<file path="config.mk">
export PLATFORM = sky130hd
export DESIGN_NAME = eol_normalizing_line_splitter_flat
export DESIGN_NICKNAME = d
export VERILOG_FILES = /design/src/rtl/elns_pkg.sv /design/src/rtl/elns_if.sv /design/src/rtl/elns_queue.sv /design/src/rtl/elns_front.sv /design/src/rtl/elns_back.sv /design/src/rtl/eol_normalizing_line_splitter.sv /design/src/flat_wrapper.sv
export VERILOG_INCLUDE_DIRS = /design/src /design/src/rtl
export SDC_FILE = /design/constraint.sdc
export NUM_CORES = 1
export LEC_CHECK = 0
export BUFFER_PORTS_ARGS = -buffer_cell sky130_fd_sc_hd__buf_2
export CORE_MARGIN = 4
export CORE_UTILIZATION = 30
export CTS_BUF_LIST = sky130_fd_sc_hd__clkbuf_8
export DETAILED_ROUTE_END_ITERATION = 6
export GPL_TIMING_DRIVEN = 1
export MAX_ROUTING_LAYER = met4
export PLACE_DENSITY_LB_ADDON = 0.15
export SLEW_MARGIN = 20
export SYNTH_ARGS = -nofsm -noshare
export SYNTH_HDL_FRONTEND = slang
export SYNTH_SLANG_ARGS = --single-unit
</file>
<file path="constraint.sdc">
create_clock -name clock -period 9.8 [get_ports clock]
set_clock_uncertainty 0.2 [all_clocks]
set_input_delay 0.98 -clock clock [delete_from_list [all_inputs] [get_ports clock]]
set_output_delay 0.98 -clock clock [all_outputs]
set_load 0.02 [all_outputs]
</file>
<file path="src/rtl/eol_normalizing_line_splitter_assert.svh">
// Assertion macros shared by the line splitter modules.
// Each macro takes a label, the clock, the reset, a condition and a consequence.
`ifndef EOL_NORMALIZING_LINE_SPLITTER_ASSERT_SVH
`define EOL_NORMALIZING_LINE_SPLITTER_ASSERT_SVH

// The consequence must hold in the same cycle as the condition.
`define ELNS_ASSERT_IMPLY(label, clk, rst, ante, cons) \
   label: assert property (@(posedge clk) disable iff (rst) (ante) |-> (cons)) \
      else $error("line splitter check failed");

// The consequence must hold in the cycle after the condition.
`define ELNS_ASSERT_NEXT(label, clk, rst, ante, cons) \
   label: assert property (@(posedge clk) disable iff (rst) (ante) |=> (cons)) \
      else $error("line splitter check failed");

`endif

</file>
<file path="src/rtl/elns_pkg.sv">
// ----------------------------------------------------------------------------
// elns_pkg
// Constants, codes and shared types of the end-of-line normalizing splitter.
// ----------------------------------------------------------------------------
package elns_pkg;

   localparam int LINE_COUNT_BITS = 32;
   localparam logic [LINE_COUNT_BITS-1:0] LINE_COUNT_ONE = 1;

   localparam logic [7:0] CH_FF      = 8'd12;
   localparam logic [7:0] CH_LF      = 8'd10;
   localparam logic [7:0] CH_CR      = 8'd13;
   localparam logic [7:0] CH_NUL     = 8'd0;
   localparam logic [7:0] CH_UPPER_A = 8'h41;
   localparam logic [7:0] CH_UPPER_Z = 8'h5A;
   localparam logic [7:0] FOLD_OFFSET = 8'h20;

   // End-of-line modes; codes above MODE_ANY behave as MODE_ANY.
   localparam logic [2:0] MODE_CR   = 3'd0;
   localparam logic [2:0] MODE_LF   = 3'd1;
   localparam logic [2:0] MODE_CRLF = 3'd2;
   localparam logic [2:0] MODE_LFCR = 3'd3;
   localparam logic [2:0] MODE_ANY  = 3'd4;

   localparam logic [1:0] PEND_NONE = 2'd0;
   localparam logic [1:0] PEND_CR   = 2'd1;
   localparam logic [1:0] PEND_LF   = 2'd2;

   localparam int CSR_INDEX_BITS = 4;
   localparam int CSR_DATA_BITS  = 8;
   localparam logic [CSR_INDEX_BITS-1:0] CSR_EOL_MODE  = 4'd0;
   localparam logic [CSR_INDEX_BITS-1:0] CSR_FOLD_CASE = 4'd1;

   localparam int QUEUE_DEPTH      = 4;
   localparam int QUEUE_PTR_BITS   = 2;
   localparam int QUEUE_COUNT_BITS = 3;
   localparam logic [QUEUE_COUNT_BITS-1:0] QUEUE_FULL = QUEUE_COUNT_BITS'(QUEUE_DEPTH);

   localparam int MAX_RESULTS = 3;

   typedef struct packed {
      logic [7:0]  out_byte;
      logic [7:0]  folded_byte;
      logic        has_byte;
      logic        end_of_line;
      logic        line_complete;
      logic [31:0] line_number;
   } result_type;

   // All results caused by one request, slot 0 first.
   typedef struct packed {
      logic [1:0]                   count;
      result_type [MAX_RESULTS-1:0] slot;
   } bundle_type;

   // Handshake between the front end and the queue.
   typedef struct packed {
      logic push;
      logic full;
   } queue_ctl_type;

endpackage

</file>
<file path="src/rtl/elns_if.sv">
// ----------------------------------------------------------------------------
// elns channel interfaces
// Request, response and register-write channels of the line splitter.
// ----------------------------------------------------------------------------
interface elns_req_if;
   logic       valid;
   logic       ready;
   logic [7:0] in_byte;
   logic       end_of_input;

   modport source (output valid, in_byte, end_of_input, input ready);
   modport sink (input valid, in_byte, end_of_input, output ready);
endinterface

interface elns_rsp_if;
   logic        valid;
   logic        ready;
   logic [7:0]  out_byte;
   logic [7:0]  folded_byte;
   logic        has_byte;
   logic        end_of_line;
   logic        line_complete;
   logic [31:0] line_number;

   modport source (output valid, out_byte, folded_byte, has_byte, end_of_line,
                   line_complete, line_number, input ready);
   modport sink (input valid, out_byte, folded_byte, has_byte, end_of_line,
                 line_complete, line_number, output ready);
endinterface

interface elns_csr_if;
   logic                                valid;
   logic                                ready;
   logic [elns_pkg::CSR_INDEX_BITS-1:0] index;
   logic [elns_pkg::CSR_DATA_BITS-1:0]  data;

   modport source (output valid, index, data, input ready);
   modport sink (input valid, index, data, output ready);
endinterface

</file>
<file path="src/rtl/elns_queue.sv">
// ----------------------------------------------------------------------------
// elns_queue
// Small FIFO of result bundles between the front end and the back end.
// ----------------------------------------------------------------------------
`include "eol_normalizing_line_splitter_assert.svh"

module elns_queue (
   input  logic                 clock,
   input  logic                 reset,
   input  logic                 push,
   input  elns_pkg::bundle_type push_data,
   output logic                 full,
   input  logic                 pop,
   output elns_pkg::bundle_type head,
   output logic                 empty
);

   elns_pkg::bundle_type entry_ff [elns_pkg::QUEUE_DEPTH];
   logic [elns_pkg::QUEUE_PTR_BITS-1:0]   wr_ptr_ff, wr_ptr_in;
   logic [elns_pkg::QUEUE_PTR_BITS-1:0]   rd_ptr_ff, rd_ptr_in;
   logic [elns_pkg::QUEUE_COUNT_BITS-1:0] count_ff, count_in;

   assign full  = (count_ff == elns_pkg::QUEUE_FULL);
   assign empty = (count_ff == '0);
   assign head  = entry_ff[rd_ptr_ff];

   always_comb begin
      wr_ptr_in = push ? wr_ptr_ff + 1'b1 : wr_ptr_ff;
      rd_ptr_in = pop ? rd_ptr_ff + 1'b1 : rd_ptr_ff;
      count_in  = count_ff;
      if (push && !pop) begin
         count_in = count_ff + 1'b1;
      end else if (pop && !push) begin
         count_in = count_ff - 1'b1;
      end
   end

   always_ff @(posedge clock) begin
      if (reset) begin
         wr_ptr_ff <= '0;
         rd_ptr_ff <= '0;
         count_ff  <= '0;
      end else begin
         wr_ptr_ff <= wr_ptr_in;
         rd_ptr_ff <= rd_ptr_in;
         count_ff  <= count_in;
      end
   end

   always_ff @(posedge clock) begin
      if (push) begin
         entry_ff[wr_ptr_ff] <= push_data;
      end
   end

   `ELNS_ASSERT_IMPLY(a_no_push_when_full, clock, reset, full, !push)
   `ELNS_ASSERT_NEXT(a_fill_grows, clock, reset, push && !pop,
                     count_ff == $past(count_ff) + 1'b1)

endmodule

</file>
<file path="src/rtl/elns_front.sv">
// ----------------------------------------------------------------------------
// elns_front
// Accepts request bytes, tracks held line-ending halves and form feeds,
// and builds the bundle of results that each request causes.
// ----------------------------------------------------------------------------
`include "eol_normalizing_line_splitter_assert.svh"

module elns_front (
   input  logic                   clock,
   input  logic                   reset,
   elns_req_if.sink               req,
   input  logic [2:0]             eol_mode,
   input  logic                   fold_case,
   input  logic                   queue_full,
   output elns_pkg::queue_ctl_type ctl,
   output elns_pkg::bundle_type   bundle
);

   typedef struct packed {
      logic [1:0]                               pend;
      logic                                     hff;
      logic                                     open;
      logic [elns_pkg::LINE_COUNT_BITS-1:0]     cnt;
      logic [1:0]                               n;
      elns_pkg::result_type [elns_pkg::MAX_RESULTS-1:0] slot;
   } work_type;

   logic [1:0]                           pend_ff, pend_in;
   logic                                 hff_ff, hff_in;
   logic                                 open_ff, open_in;
   logic [elns_pkg::LINE_COUNT_BITS-1:0] cnt_ff, cnt_in;
   logic                                 accept;
   logic [2:0]                           mode;
   work_type                             w;

   function automatic work_type emit(work_type w_i, logic [7:0] b, logic has,
                                     logic eol, logic comp, logic fold);
      work_type   r;
      logic [7:0] f;
      r = w_i;
      f = b;
      if (r.n != 2'd3) begin
         if (!r.open) begin
            r.cnt  = r.cnt + elns_pkg::LINE_COUNT_ONE;
            r.open = 1'b1;
         end
         if (fold && b >= elns_pkg::CH_UPPER_A && b <= elns_pkg::CH_UPPER_Z) begin
            f = b + elns_pkg::FOLD_OFFSET;
         end
         r.slot[r.n].out_byte      = b;
         r.slot[r.n].folded_byte   = f;
         r.slot[r.n].has_byte      = has;
         r.slot[r.n].end_of_line   = eol;
         r.slot[r.n].line_complete = comp;
         r.slot[r.n].line_number   = 32'(r.cnt);
         r.n = r.n + 2'd1;
         if (eol) begin
            r.open = 1'b0;
         end
      end
      return r;
   endfunction

   // A held form feed stands in for the ending it precedes.
   function automatic work_type emit_ending(work_type w_i, logic fold);
      work_type r;
      r = w_i;
      if (r.hff) begin
         r.hff = 1'b0;
         r = emit(r, elns_pkg::CH_FF, 1'b1, 1'b1, 1'b1, fold);
      end else begin
         r = emit(r, elns_pkg::CH_LF, 1'b1, 1'b1, 1'b1, fold);
      end
      return r;
   endfunction

   function automatic work_type flush_ff(work_type w_i, logic fold);
      work_type r;
      r = w_i;
      if (r.hff) begin
         r.hff = 1'b0;
         r = emit(r, elns_pkg::CH_FF, 1'b1, 1'b0, 1'b0, fold);
      end
      return r;
   endfunction

   function automatic logic single_ok(logic [2:0] m, logic [7:0] c);
      return (m == elns_pkg::MODE_ANY) ||
             (m == elns_pkg::MODE_CR && c == elns_pkg::CH_CR) ||
             (m == elns_pkg::MODE_LF && c == elns_pkg::CH_LF);
   endfunction

   function automatic logic pair_start(logic [2:0] m, logic [7:0] c);
      return (m == elns_pkg::MODE_ANY) ||
             (m == elns_pkg::MODE_CRLF && c == elns_pkg::CH_CR) ||
             (m == elns_pkg::MODE_LFCR && c == elns_pkg::CH_LF);
   endfunction

   // A lone half that does not end a line under this mode is a plain byte.
   function automatic work_type settle_half(work_type w_i, logic [2:0] m,
                                            logic [7:0] p, logic fold);
      work_type r;
      r = w_i;
      if (single_ok(m, p)) begin
         r = emit_ending(r, fold);
      end else begin
         r = flush_ff(r, fold);
         r = emit(r, p, 1'b1, 1'b0, 1'b0, fold);
      end
      return r;
   endfunction

   function automatic work_type take_fresh(work_type w_i, logic [2:0] m,
                                           logic [7:0] b, logic fold);
      work_type r;
      r = w_i;
      if (b == elns_pkg::CH_CR || b == elns_pkg::CH_LF) begin
         if (pair_start(m, b)) begin
            r.pend = (b == elns_pkg::CH_CR) ? elns_pkg::PEND_CR : elns_pkg::PEND_LF;
         end else begin
            r = settle_half(r, m, b, fold);
         end
      end else if (b == elns_pkg::CH_FF) begin
         r = flush_ff(r, fold);
         r.hff = 1'b1;
      end else begin
         r = flush_ff(r, fold);
         r = emit(r, b, 1'b1, 1'b0, 1'b0, fold);
      end
      return r;
   endfunction

   assign accept    = req.valid && req.ready;
   assign req.ready = !queue_full;
   assign mode      = (eol_mode > elns_pkg::MODE_ANY) ? elns_pkg::MODE_ANY : eol_mode;

   always_comb begin
      logic [7:0] p;
      logic [7:0] partner;
      logic       swallowed;
      w         = '0;
      w.pend    = pend_ff;
      w.hff     = hff_ff;
      w.open    = open_ff;
      w.cnt     = cnt_ff;
      p         = (pend_ff == elns_pkg::PEND_CR) ? elns_pkg::CH_CR : elns_pkg::CH_LF;
      partner   = (pend_ff == elns_pkg::PEND_CR) ? elns_pkg::CH_LF : elns_pkg::CH_CR;
      swallowed = 1'b0;
      if (req.end_of_input) begin
         if (pend_ff == elns_pkg::PEND_CR || pend_ff == elns_pkg::PEND_LF) begin
            w.pend = elns_pkg::PEND_NONE;
            w = settle_half(w, mode, p, fold_case);
         end
         w = flush_ff(w, fold_case);
         // An open line is closed by its last flushed byte, or by an empty result.
         if (w.open) begin
            if (w.n != 2'd0) begin
               w.slot[w.n - 2'd1].end_of_line   = 1'b1;
               w.slot[w.n - 2'd1].line_complete = 1'b0;
            end else begin
               w = emit(w, elns_pkg::CH_NUL, 1'b0, 1'b1, 1'b0, fold_case);
            end
         end
      end else begin
         if (pend_ff == elns_pkg::PEND_CR || pend_ff == elns_pkg::PEND_LF) begin
            w.pend = elns_pkg::PEND_NONE;
            if (req.in_byte == partner && pair_start(mode, p)) begin
               w = emit_ending(w, fold_case);
               swallowed = 1'b1;
            end else begin
               w = settle_half(w, mode, p, fold_case);
            end
         end
         if (!swallowed) begin
            w = take_fresh(w, mode, req.in_byte, fold_case);
         end
      end
   end

   always_comb begin
      if (req.end_of_input) begin
         pend_in = elns_pkg::PEND_NONE;
         hff_in  = 1'b0;
         open_in = 1'b0;
         cnt_in  = '0;
      end else begin
         pend_in = w.pend;
         hff_in  = w.hff;
         open_in = w.open;
         cnt_in  = w.cnt;
      end
   end

   assign bundle.count = w.n;
   assign bundle.slot  = w.slot;
   assign ctl.push     = accept && (w.n != 2'd0);
   assign ctl.full     = queue_full;

   always_ff @(posedge clock) begin
      if (reset) begin
         pend_ff <= elns_pkg::PEND_NONE;
         hff_ff  <= 1'b0;
         open_ff <= 1'b0;
         cnt_ff  <= '0;
      end else if (accept) begin
         pend_ff <= pend_in;
         hff_ff  <= hff_in;
         open_ff <= open_in;
         cnt_ff  <= cnt_in;
      end
   end

   `ELNS_ASSERT_NEXT(a_restart_after_end, clock, reset, accept && req.end_of_input,
                     pend_ff == elns_pkg::PEND_NONE && !hff_ff && !open_ff && cnt_ff == '0)

endmodule

</file>
<file path="src/rtl/elns_back.sv">
// ----------------------------------------------------------------------------
// elns_back
// Walks through the results of the head bundle and presents them one at a
// time in the response register.
// ----------------------------------------------------------------------------
`include "eol_normalizing_line_splitter_assert.svh"

module elns_back (
   input  logic                 clock,
   input  logic                 reset,
   input  elns_pkg::bundle_type head,
   input  logic                 empty,
   output logic                 pop,
   elns_rsp_if.source           rsp
);

   logic                 valid_ff, valid_in;
   elns_pkg::result_type data_ff;
   logic [1:0]           idx_ff, idx_in;
   logic                 load;
   logic                 last;

   assign load = !empty && (!valid_ff || rsp.ready);
   assign last = (idx_ff == head.count - 2'd1);
   assign pop  = load && last;

   always_comb begin
      valid_in = valid_ff;
      idx_in   = idx_ff;
      if (load) begin
         valid_in = 1'b1;
         idx_in   = last ? 2'd0 : idx_ff + 2'd1;
      end else if (rsp.ready) begin
         valid_in = 1'b0;
      end
   end

   always_ff @(posedge clock) begin
      if (reset) begin
         valid_ff <= 1'b0;
         idx_ff   <= 2'd0;
      end else begin
         valid_ff <= valid_in;
         idx_ff   <= idx_in;
      end
   end

   always_ff @(posedge clock) begin
      if (load) begin
         data_ff <= head.slot[idx_ff];
      end
   end

   assign rsp.valid         = valid_ff;
   assign rsp.out_byte      = data_ff.out_byte;
   assign rsp.folded_byte   = data_ff.folded_byte;
   assign rsp.has_byte      = data_ff.has_byte;
   assign rsp.end_of_line   = data_ff.end_of_line;
   assign rsp.line_complete = data_ff.line_complete;
   assign rsp.line_number   = data_ff.line_number;

   `ELNS_ASSERT_IMPLY(a_index_in_bundle, clock, reset, !empty, idx_ff < head.count)

endmodule

</file>
<file path="src/rtl/eol_normalizing_line_splitter.sv">
// ----------------------------------------------------------------------------
// eol_normalizing_line_splitter
// Splits a byte stream into lines and gives every accepted ending as LF, or as FF where a held form feed precedes it.
// ----------------------------------------------------------------------------
// A request carries one byte, or an end-of-input marker that flushes held
// bytes, closes a partial line and restarts numbering at 1. Each request
// gives zero to three responses. Requests are taken one per cycle while the
// bundle queue is not full; the response register drains one result per
// cycle while the receiver is ready, and a four-entry bundle queue between
// the front end and the output absorbs the bursts of requests that cause two
// or three results. A result passes through the queue and the response
// register before it reaches the response channel. Register writes are taken
// at any time, one per cycle, and should be made while no request is in flight.

module eol_normalizing_line_splitter (
   input  logic        clock,
   input  logic        reset,
   elns_req_if.sink    req_bus,
   elns_rsp_if.source  rsp_bus,
   elns_csr_if.sink    csr_bus
);

   logic [2:0]              eol_mode_ff, eol_mode_in;
   logic                    fold_case_ff, fold_case_in;
   logic                    csr_write;
   elns_pkg::queue_ctl_type ctl;
   elns_pkg::bundle_type    push_data;
   elns_pkg::bundle_type    head;
   logic                    full;
   logic                    empty;
   logic                    pop;

   assign csr_bus.ready = 1'b1;
   assign csr_write     = csr_bus.valid && csr_bus.ready;

   always_comb begin
      eol_mode_in  = eol_mode_ff;
      fold_case_in = fold_case_ff;
      if (csr_write && csr_bus.index == elns_pkg::CSR_EOL_MODE) begin
         eol_mode_in = csr_bus.data[2:0];
      end
      if (csr_write && csr_bus.index == elns_pkg::CSR_FOLD_CASE) begin
         fold_case_in = csr_bus.data[0];
      end
   end

   always_ff @(posedge clock) begin
      if (reset) begin
         eol_mode_ff  <= elns_pkg::MODE_ANY;
         fold_case_ff <= 1'b0;
      end else begin
         eol_mode_ff  <= eol_mode_in;
         fold_case_ff <= fold_case_in;
      end
   end

   elns_front u_front (
      .clock      (clock),
      .reset      (reset),
      .req        (req_bus),
      .eol_mode   (eol_mode_ff),
      .fold_case  (fold_case_ff),
      .queue_full (full),
      .ctl        (ctl),
      .bundle     (push_data)
   );

   elns_queue u_queue (
      .clock     (clock),
      .reset     (reset),
      .push      (ctl.push),
      .push_data (push_data),
      .full      (full),
      .pop       (pop),
      .head      (head),
      .empty     (empty)
   );

   elns_back u_back (
      .clock (clock),
      .reset (reset),
      .head  (head),
      .empty (empty),
      .pop   (pop),
      .rsp   (rsp_bus)
   );

endmodule
</file>
<file path="src/flat_wrapper.sv">
// flat-port wrapper written by rule: the top's interface ports become plain ports
module eol_normalizing_line_splitter_flat 
  (clock, reset, req_bus_valid, req_bus_in_byte, req_bus_end_of_input, req_bus_ready, rsp_bus_valid, rsp_bus_out_byte, rsp_bus_folded_byte, rsp_bus_has_byte, rsp_bus_end_of_line, rsp_bus_line_complete, rsp_bus_line_number, rsp_bus_ready, csr_bus_valid, csr_bus_index, csr_bus_data, csr_bus_ready);
  elns_req_if req_bus_i ();
  elns_rsp_if rsp_bus_i ();
  elns_csr_if csr_bus_i ();
  input  logic clock;
  input  logic reset;
  input wire logic [$bits(req_bus_i.valid)-1:0] req_bus_valid;
  input wire logic [$bits(req_bus_i.in_byte)-1:0] req_bus_in_byte;
  input wire logic [$bits(req_bus_i.end_of_input)-1:0] req_bus_end_of_input;
  output wire logic [$bits(req_bus_i.ready)-1:0] req_bus_ready;
  output wire logic [$bits(rsp_bus_i.valid)-1:0] rsp_bus_valid;
  output wire logic [$bits(rsp_bus_i.out_byte)-1:0] rsp_bus_out_byte;
  output wire logic [$bits(rsp_bus_i.folded_byte)-1:0] rsp_bus_folded_byte;
  output wire logic [$bits(rsp_bus_i.has_byte)-1:0] rsp_bus_has_byte;
  output wire logic [$bits(rsp_bus_i.end_of_line)-1:0] rsp_bus_end_of_line;
  output wire logic [$bits(rsp_bus_i.line_complete)-1:0] rsp_bus_line_complete;
  output wire logic [$bits(rsp_bus_i.line_number)-1:0] rsp_bus_line_number;
  input wire logic [$bits(rsp_bus_i.ready)-1:0] rsp_bus_ready;
  input wire logic [$bits(csr_bus_i.valid)-1:0] csr_bus_valid;
  input wire logic [$bits(csr_bus_i.index)-1:0] csr_bus_index;
  input wire logic [$bits(csr_bus_i.data)-1:0] csr_bus_data;
  output wire logic [$bits(csr_bus_i.ready)-1:0] csr_bus_ready;
  assign req_bus_i.valid = req_bus_valid;
  assign req_bus_i.in_byte = req_bus_in_byte;
  assign req_bus_i.end_of_input = req_bus_end_of_input;
  assign req_bus_ready = req_bus_i.ready;
  assign rsp_bus_valid = rsp_bus_i.valid;
  assign rsp_bus_out_byte = rsp_bus_i.out_byte;
  assign rsp_bus_folded_byte = rsp_bus_i.folded_byte;
  assign rsp_bus_has_byte = rsp_bus_i.has_byte;
  assign rsp_bus_end_of_line = rsp_bus_i.end_of_line;
  assign rsp_bus_line_complete = rsp_bus_i.line_complete;
  assign rsp_bus_line_number = rsp_bus_i.line_number;
  assign rsp_bus_i.ready = rsp_bus_ready;
  assign csr_bus_i.valid = csr_bus_valid;
  assign csr_bus_i.index = csr_bus_index;
  assign csr_bus_i.data = csr_bus_data;
  assign csr_bus_ready = csr_bus_i.ready;
  eol_normalizing_line_splitter u_core (.clock(clock), .reset(reset), .req_bus(req_bus_i), .rsp_bus(rsp_bus_i), .csr_bus(csr_bus_i));
endmodule
</file>
# Word level (Yosys, flattened, before mapping)
# Memories as Yosys holds them, arrays and structs flattened. A register that Yosys moved wholly into a read port is not among the register bits.
# Index checks and enable logic that the tools add are counted.
# totals
ff_bits,101
ram_bits,620
input_bits,26
output_inout_bits,54
wordCells,435
n_memories,1
# op_classes
add_sub_neg,23
n_lt_le_gt_ge,22
eq_ne,22
n_mux,298
n_reduce_logical,52
# mem_list
memory,words,word_bits,rd,rd_ports_with_merged_regs,write_ports,line,text
u_core.u_queue.entry_ff,4,155,1,1,1,elns_queue.sv:18,elns_pkg::bundle_type entry_ff [elns_pkg::QUEUE_DEPTH];
# op_table
op,n
bitwise mux 153 bit,55
2-to-1 mux 191 bit,28
demux 51 bit (select 2 bit),44
2-to-1 mux 188 bit,18
2-to-1 mux 33 bit,46
2-to-1 mux 32 bit,30
2-to-1 mux 51 bit,8
2-to-1 mux 43 bit,7
2-to-1 mux 35 bit,8
2-to-1 mux 34 bit,8
"adder 32 x 1 -> 32 bit, second input constant",7
2-to-1 mux 189 bit,1
2-to-1 mux 8 bit,21
2-to-1 mux 153 bit,1
binary-select mux 51 bit (select 2 bit),1
2-to-1 mux 46 bit,1
logical AND 1 bit,29
"less-than comparator 2 x 3 -> 1 bit, second input constant",9
"equality test 8 x 4 -> 1 bit, second input constant",3
"adder 2 x 1 -> 2 bit, second input constant",10
">= comparator 2 x 1 -> 1 bit, second input constant",8
2-to-1 mux 3 bit,5
"inequality test 2 bit, second input constant",7
2-to-1 mux 2 bit,6
other kinds (26),56

# Logic depth before layout (Yosys ltp)
# Gate-level depths: netlist of the first run.
# depth
ltp_word,67
ltp_mapped,34
depth_no_buf,27

# Modules after synthesis
# A second synthesis of the first run with hierarchy kept.
# hier_totals
cells_unflattened,3263
hier_area_um2,38610.8
# by_module_without_submodules
module,instances,cells_each,area_each_um2,seq_area_each_um2
elns_queue,1,853,22764.3,18798.0
elns_front,1,2146,12857.3,720.7
elns_back,1,244,2778.9,1591.5
eol_normalizing_line_splitter,1,20,210.2,80.1

# Worst setup path before layout of the first run
# No wires, ideal clock.
# synth_path
kind,register to register
startpoint,reg u_core.u_front.hff_ff
endpoint,"mem u_core.u_queue.entry_ff[0][30] (netlist name), data pin"
setup_ns,0.272
t_arrival_ns,7.377
required_ns,9.328
path_slack_ns,1.951
path_stages_with_launch,34
n_path_buf,8
period_less_slack_ns,7.849
path_cell_list,dfxtp_1 > buf_2 > buf_2 > clkbuf_1 > clkbuf_1 > clkbuf_1 > clkbuf_1 > clkbuf_1 > buf_1 > nor2_1 > a21oi_1 > ha_1 > mux2i_1 > nor2_1 > a211oi_1 > a21oi_1 > a21boi_1 > inv_2 > ha_1 > nor2_1 > a21oi_1 > nand2_1 > o21ai_0 > ha_1 > nand3_1 > nor3_1 > nand4_1 > a211oi_2 > o211ai_1 > a311oi_2 > o311ai_2 > or3_4 > xnor2_1 > a221o_1
# synth_lines
item,line,text
from (decl),elns_front.sv:29,"logic hff_ff, hff_in;"
from (signal assigned),elns_front.sv:207,hff_ff <= hff_in;
to (decl),elns_queue.sv:18,

==> impl_metrics.json, run 1 <==
{
  "worstPathArrival_ns": 8.57,
  "drc": 0,
  "postRouteAntennaNets": 0,
  "numCtsBuffers": 110,
  "regArea_sq_um": 19250,
  "fill_cells": 11993,
  "slew_headroom_pct": 20.54,
  "yosys.cell_types.count": 108,
  "hpwl_mm": 99.47,
  "min_to": "u_core.eol_mode_ff[2]$_SDFFE_PP1P_",
  "grt_pass1_wl_mm": 205.3,
  "routed_wl_mm": 145.1,
  "buffer_ports.inserted": 73,
  "wl_per_cell_um": 29.32,
  "overflow": 0,
  "maxSlewViolCount": 0,
  "core_sq_um": 119800,
  "synth.ff_latch_count": 658,
  "ys_seq_area_share_pct": 53.18,
  "clk_pin_slew_worst_paths_ns": 0.06,
  "reg2reg_depth": 28,
  "status": "complete, no violations",
  "max_freq_mhz": 120.4,
  "cts_post_setup_buffers_inserted": 0,
  "cts_tree": "yes",
  "min-delay-start": "csr_bus_data[2]",
  "synthFlopType": "edfxtp_1",
  "fin_cells": 4950,
  "hold_buffers": 0,
  "die_x_um": 355.3,
  "met2_usage_pct": 33.95,
  "cts-root-buf": "clkbuf_8",
  "dp_slack_ns": 1.795,
  "hold_viol": 0,
  "use_met3_pct": 4.720,
  "area_delta_synth_final_pct": 12.71,
  "ys_warn_count": 0,
  "synth_edf_count": 606,
  "die-area_sq_um": 126200,
  "cts.sinks": 658,
  "vias": 28806,
  "hold_class": "in -> reg",
  "cp_max_fo": 12,
  "leakagePower_nw": 12.72,
  "tightestPinTransition_ns": 1.185,
  "path_delay_family": "compound AO/OA/AOI/OAI gates",
  "finalPower_w": 0.007450,
  "yosys.area.top_type_share_pct": 50.30,
  "grt_usage_pct": 23.01,
  "routabilityCongestion": 1.018,
  "routed_via_density": 5.819,
  "r2r-start": "u_core.u_front.cnt_ff[1]$_SDFFE_PP0P_",
  "finalCriticalPeriod_ns": 8.305,
  "synth_nets": 3226,
  "row_count": 127,
  "start_kind": "flip-flop",
  "post_cts_resized": 0,
  "grt_setup_unrepaired": "false",
  "drv_cap": 0,
  "peakVddDrop_mv": 0.1278,
  "synth_area_sq_um": 36180,
  "nets": 3284,
  "post-route-period-util_pct": 84.75,
  "synth.avg_cell_area_sq_um": 11.36,
  "async_flop_share_pct": 0,
  "min_path_cells": 2,
  "cp_slowest_cell": "dfxtp_1",
  "path_buf_inv": 2,
  "p_per_area_nw_per_um2": 182.7,
  "r2r-end": "u_core.u_queue.entry_ff[1][28]$_DFFE_PP_",
  "endpoint_kind": "flip-flop",
  "drtIter0Drc": 3402,
  "fp.dieH_um": 355.3,
  "grt_pass1_vias": 27304,
  "antenna_found_initial": 5,
  "tns_ns": 0,
  "yosys.area.top_type": "edfxtp_1",
  "cp_slowest_stage_delay_ns": 0.65,
  "syn_inst": 3186,
  "io_pins": 80,
  "grt.busiest_layer": "met2",
  "dp.cells": 4744,
  "ys_top_cells_by_area": "edfxtp_1 50%, mux4_2 8.7%, nand2_1 3.2%",
  "drive_gt1_share_pct": 16.63,
  "crit_type": "reg -> reg",
  "finalWorstSetupSlack_ns": 1.495,
  "multiInputGateArea_sq_um": 15900,
  "drt_pass1_iterations": 6,
  "setup-violations-final": 0,
  "met1_usage_pct": 30.62,
  "htreeDepth": 3,
  "clockBufferDepth": 3,
  "initial_core_util_pct": 30.20,
  "clk_latency_ns": 0.79,
  "grt_max_degree": 121,
  "required_ns": 10.06,
  "yosysMostFrequentCell": "edfxtp_1",
  "r2r_slack_ns": 1.49,
  "synth.top_cells.by_count": "606 x edfxtp_1, 311 x nand2_1, 296 x nor2_1"
}
[registers in the layout (all words and copies together), names as in the netlist, 2 cells and up, named ones only]
register / flops
u_core.u_back.rsp.line_number: 32
u_core.u_queue.count_ff: 3
u_core.u_queue.wr_ptr_ff: 2
u_core.u_back.idx_ff: 2
u_core.u_front.cnt_ff: 32
u_core.u_back.rsp.folded_byte: 3
u_core.u_front.pend_ff: 2
u_core.u_queue.entry_ff: 560
u_core.u_queue.rd_ptr_ff: 2
u_core.u_back.rsp.out_byte: 8
u_core.eol_mode_ff: 3
[area by class of cell]
class	instances	share of cell area [%]
Timing Repair Buffer	193	3.381
Antenna cell	7	0.04296
Sequential cell	658	47.22
Clock inverter	89	1.421
Clock buffer	110	3.713
Inverter	31	0.2854
Tap cell	1612	4.946
Multi-Input combinational cell	2250	38.99
[how the worst max path moves through the flow]
| stage | startpoint | to | slack, ns | depth (start not counted) |
|---|---|---|---|---|
| after floorplan | u_core.u_front.hff_ff$_SDFFE_PP0P_ | u_core.u_queue.entry_ff[0][30]$_DFFE_PP_ | 1.95 | 33 |
| after global placement | u_core.u_front.cnt_ff[1]$_SDFFE_PP0P_ | u_core.u_queue.entry_ff[0][28]$_DFFE_PP_ | 1.88 | 28 |
| after detailed placement | u_core.u_front.cnt_ff[1]$_SDFFE_PP0P_ | u_core.u_queue.entry_ff[1][28]$_DFFE_PP_ | 1.79 | 28 |
| after CTS | u_core.u_front.cnt_ff[1]$_SDFFE_PP0P_ | u_core.u_queue.entry_ff[1][28]$_DFFE_PP_ | 1.69 | 28 |
| after global routing | u_core.u_front.cnt_ff[1]$_SDFFE_PP0P_ | u_core.u_queue.entry_ff[1][28]$_DFFE_PP_ | 1.14 | 28 |
| final | u_core.u_front.cnt_ff[1]$_SDFFE_PP0P_ | u_core.u_queue.entry_ff[1][28]$_DFFE_PP_ | 1.49 | 28 |
[cells by family after synthesis]
kind of cell,after synthesis,synth area share (%)
compound gates,813,14.33
xor+xnor,171,4.140
other cells,1,0.01037
flops,658,53.18
simple gates,1039,13.98
buf+inv,278,3.137
mux,212,10.73
fa+ha+maj,14,0.5049
[metal layers]
layer  part of all wire, %  vias to the layer above
met5                     0                        -
met3                   8.5                      404
met2                    44                     1555
met4                   5.0                        0
li1                      -                    12457
met1                    43                    14390
[placed cells by master, fill, tap and decap left out, types with 36 or more instances in the layout]
cell / instances
nand3_1: 72
a21oi_1: 207
mux4_2: 140
nor2_1: 290
edfxtp_1: 606
mux2i_1: 66
nand2_1: 310
xor2_1: 49
clkbuf_8: 110
buf_2: 73
nor3_1: 80
a211oi_1: 38
inv_1: 60
o21ai_0: 229
xnor2_1: 122
buf_4: 111
dfxtp_1: 47
nor4_1: 36
and2_1: 38
[power breakdown]
group | switching [W] | internal [W] | leakage (nW)
clock network | 0.00115 | 0.00121 | 1.18
logic | 0.000969 | 0.000614 | 5.41
registers | 0.000124 | 0.00338 | 6.13
total | 0.00224 | 0.00521 | 12.7
[through the flow]
stage | util [%] | hold slack [ns] | area [sq um]
3_3_place_gp | 32.26 | 0.2686 | 38650
6_report | 34.03 | 0.2614 | 40780
5_1_grt | 34.03 | 0.2162 | 40770
4_1_cts | 34.02 | 0.1684 | 40760
3_5_place_dp | 32.27 | 0.2750 | 38660
2_1_floorplan | - | 0.2486 | 36180
(Power assumes the default switching activity.)
==> inputs of run 2 (changes only) <==
- ABC_AREA: not set -> 1
- clock period: 9.8 -> 8.2 ns (I/O delays scaled with it)
==> run 2 against run 1 <==
Effect of this change: clock power rose by 24%; critical path depth rose by 10; core utilization increased by 0.31 points; via count up 15%; flip-flop and latch count did not move; power is 30% higher; hold slack worse by 0.10 ns; maximum frequency rose by 19%; wire length grew 8.9%; global-route usage is 1.7 points higher; synthesized cell count up 31%; critical endpoint is now u_core.u_queue.entry_ff[0][81]$_DFFE_PP_.
==> impl_metrics.json, run 2 <==
{
  "grt_pass1_vias": 30916,
  "drtIter0Drc": 3755,
  "initial_core_util_pct": 30.22,
  "yosys.area.top_type": "edfxtp_1",
  "p_per_area_nw_per_um2": 231.8,
  "grt_pass1_wl_mm": 225.1,
  "postRouteAntennaNets": 0,
  "status": "complete, no violations",
  "drt_pass1_iterations": 6,
  "grt_max_degree": 147,
  "peakVddDrop_mv": 0.1827,
  "slew_headroom_pct": 19.69,
  "fill_cells": 12574,
  "max_freq_mhz": 143.6,
  "clk_pin_slew_worst_paths_ns": 0.06,
  "post_cts_resized": 0,
  "fp.dieH_um": 358.4,
  "clockBufferDepth": 3,
  "drive_gt1_share_pct": 13.47,
  "reg2reg_depth": 38,
  "endpoint_kind": "flip-flop",
  "vias": 33088,
  "synth_nets": 4209,
  "cts-root-buf": "clkbuf_8",
  "async_flop_share_pct": 0,
  "core_sq_um": 121900,
  "yosys.area.top_type_share_pct": 49.42,
  "synth.ff_latch_count": 658,
  "numCtsBuffers": 114,
  "regArea_sq_um": 19250,
  "final_common_cell": "nand2_1",
  "buffer_ports.inserted": 73,
  "htreeDepth": 3,
  "nets": 4274,
  "die-area_sq_um": 128400,
  "hold_class": "in -> reg",
  "start_kind": "flip-flop",
  "hold_viol": 0,
  "die_x_um": 358.4,
  "crit_type": "reg -> reg",
  "grt_setup_unrepaired": "false",
  "wl_per_cell_um": 26.52,
  "row_count": 128,
  "tns_ns": 0,
  "antenna_found_initial": 5,
  "final_cell_mix": "737 x nand2_1, 606 x edfxtp_1, 534 x nor2_1",
  "synthFlopType": "edfxtp_1",
  "synth.top_cells.by_count": "738 x nand2_1, 606 x edfxtp_1, 545 x nor2_1",
  "cts_post_setup_buffers_inserted": 0,
  "endpoint": "u_core.u_queue.entry_ff[0][81]$_DFFE_PP_",
  "drc": 0,
  "crit_top_cell": "nand2_1",
  "ys_seq_area_share_pct": 52.24,
  "r2r-start": "u_core.u_front.cnt_ff[1]$_SDFFE_PP0P_",
  "cp_slowest_cell": "dfxtp_1",
  "ys_top_cells_by_area": "edfxtp_1 49%, nand2_1 7.5%, o21ai_0 6.8%",
  "r2r_slack_ns": 1.24,
  "finalCriticalPeriod_ns": 6.963,
  "ys_warn_count": 0,
  "grt_usage_pct": 24.72,
  "cp_max_fo": 6,
  "hold_buffers": 0,
  "finalWorstSetupSlack_ns": 1.237,
  "clk_latency_ns": 0.81,
  "critPathLaunch": "u_core.u_front.cnt_ff[1]$_SDFFE_PP0P_",
  "routed_via_density": 5.554,
  "worstPathArrival_ns": 7.20,
  "dp.cells": 5743,
  "synth_edf_count": 606,
  "routed_wl_mm": 158.0,
  "syn_inst": 4169,
  "overflow": 0,
  "io_pins": 80,
  "multiInputGateArea_sq_um": 15340,
  "top_register": "u_core.u_queue.entry_ff",
  "cts_tree": "yes",
  "post-route-period-util_pct": 84.92,
  "largest_reg_flops": 560,
  "cts.sinks": 658,
  "hpwl_mm": 105.5,
  "setup-violations-final": 0,
  "synth.avg_cell_area_sq_um": 8.833,
  "synth_area_sq_um": 36830,
  "routabilityCongestion": 1.045,
  "whs_ns": 0.1589,
  "finalPower_w": 0.009702,
  "r2r-end": "u_core.u_queue.entry_ff[0][81]$_DFFE_PP_",
  "area_delta_synth_final_pct": 13.68,
  "leakagePower_nw": 15.21,
  "yosysMostFrequentCell": "nand2_1",
  "dp_slack_ns": 1.353,
  "yosys.cell_types.count": 73,
  "maxSlewViolCount": 0,
  "cp_slowest_stage_delay_ns": 0.49,
  "fin_cells": 5957,
  "drv_cap": 0,
  "tightestPinTransition_ns": 1.192,
  "required_ns": 8.44
}
[run 2: final cells by class]
type                            count  share of cell area, %
Tap cell                         1625                  4.857
Sequential cell                   658                  45.99
Antenna cell                        5                0.02989
Inverter                          333                  3.016
Timing Repair Buffer              218                  4.190
Clock inverter                     92                  1.438
Multi-Input combinational cell   2909                  36.64
Clock buffer                      117                  3.847
[run 2: cells by family after synthesis]
group | share of synthesized area (%)
AO/OA/AOI/OAI | 19.36
XOR/XNOR | 0.8562
adder cells (fa/ha/maj) | 0.4961
buffers and inverters | 6.377
flip-flops | 52.24
multiplexers | 0.08155
other | 0.01018
AND/OR/NAND/NOR | 20.58
[run 2: routing by layer]
layer	share of wire (%)	global-route usage, %	up-vias
met1	43	32.63	16116
met5	0	-	-
met4	5.2	11.41	0
li1	-	-	15001
met3	8.5	4.662	397
met2	44	36.80	1574
[run 2: worst min-delay path by stage]
| stage | from | to | cells past startpoint |
|---|---|---|---|
| global placement | u_core.u_queue.rd_ptr_ff[0]$_SDFFE_PP0P_ | flip-flop | 2 |
| global route | csr_bus_valid | u_core.fold_case_ff$_SDFFE_PP0P_ | 3 |
| detailed placement | u_core.u_queue.rd_ptr_ff[0]$_SDFFE_PP0P_ | flip-flop | 2 |
| floorplan | u_core.fold_case_ff$_SDFFE_PP0P_ | u_core.fold_case_ff$_SDFFE_PP0P_ | 2 |
| CTS | csr_bus_valid | u_core.fold_case_ff$_SDFFE_PP0P_ | 3 |
| finish | csr_bus_valid | u_core.fold_case_ff$_SDFFE_PP0P_ | 3 |
[run 2: worst max-delay path, delay by kind of cell, from the launching register on]
family	cells	cell delay, ns
AOI/OAI and AO/OA	7	1.02
adders and majority gates	4	1.02
buffers and inverters	5	0.53
DFF	1	0.49
muxes	1	0.27
and+or+nand+nor	21	3.07
[run 2: report_power, final]
| part | switching (W) | total, W | internal [W] |
|---|---|---|---|
| Combinational | 0.00188 | 0.00258 | 0.000704 |
| Clock | 0.00144 | 0.00294 | 0.00150 |
| Sequential | 0.000143 | 0.00418 | 0.00403 |
| Total | 0.00346 | 0.00970 | 0.00624 |
[run 2: per-stage QoR]
stage	util (%)	instance area (sq um)
after floorplan	-	36830
after global placement	32.52	39640
after detailed placement	32.52	39640
after CTS	34.34	41850
after global routing	34.35	41860
final	34.35	41860
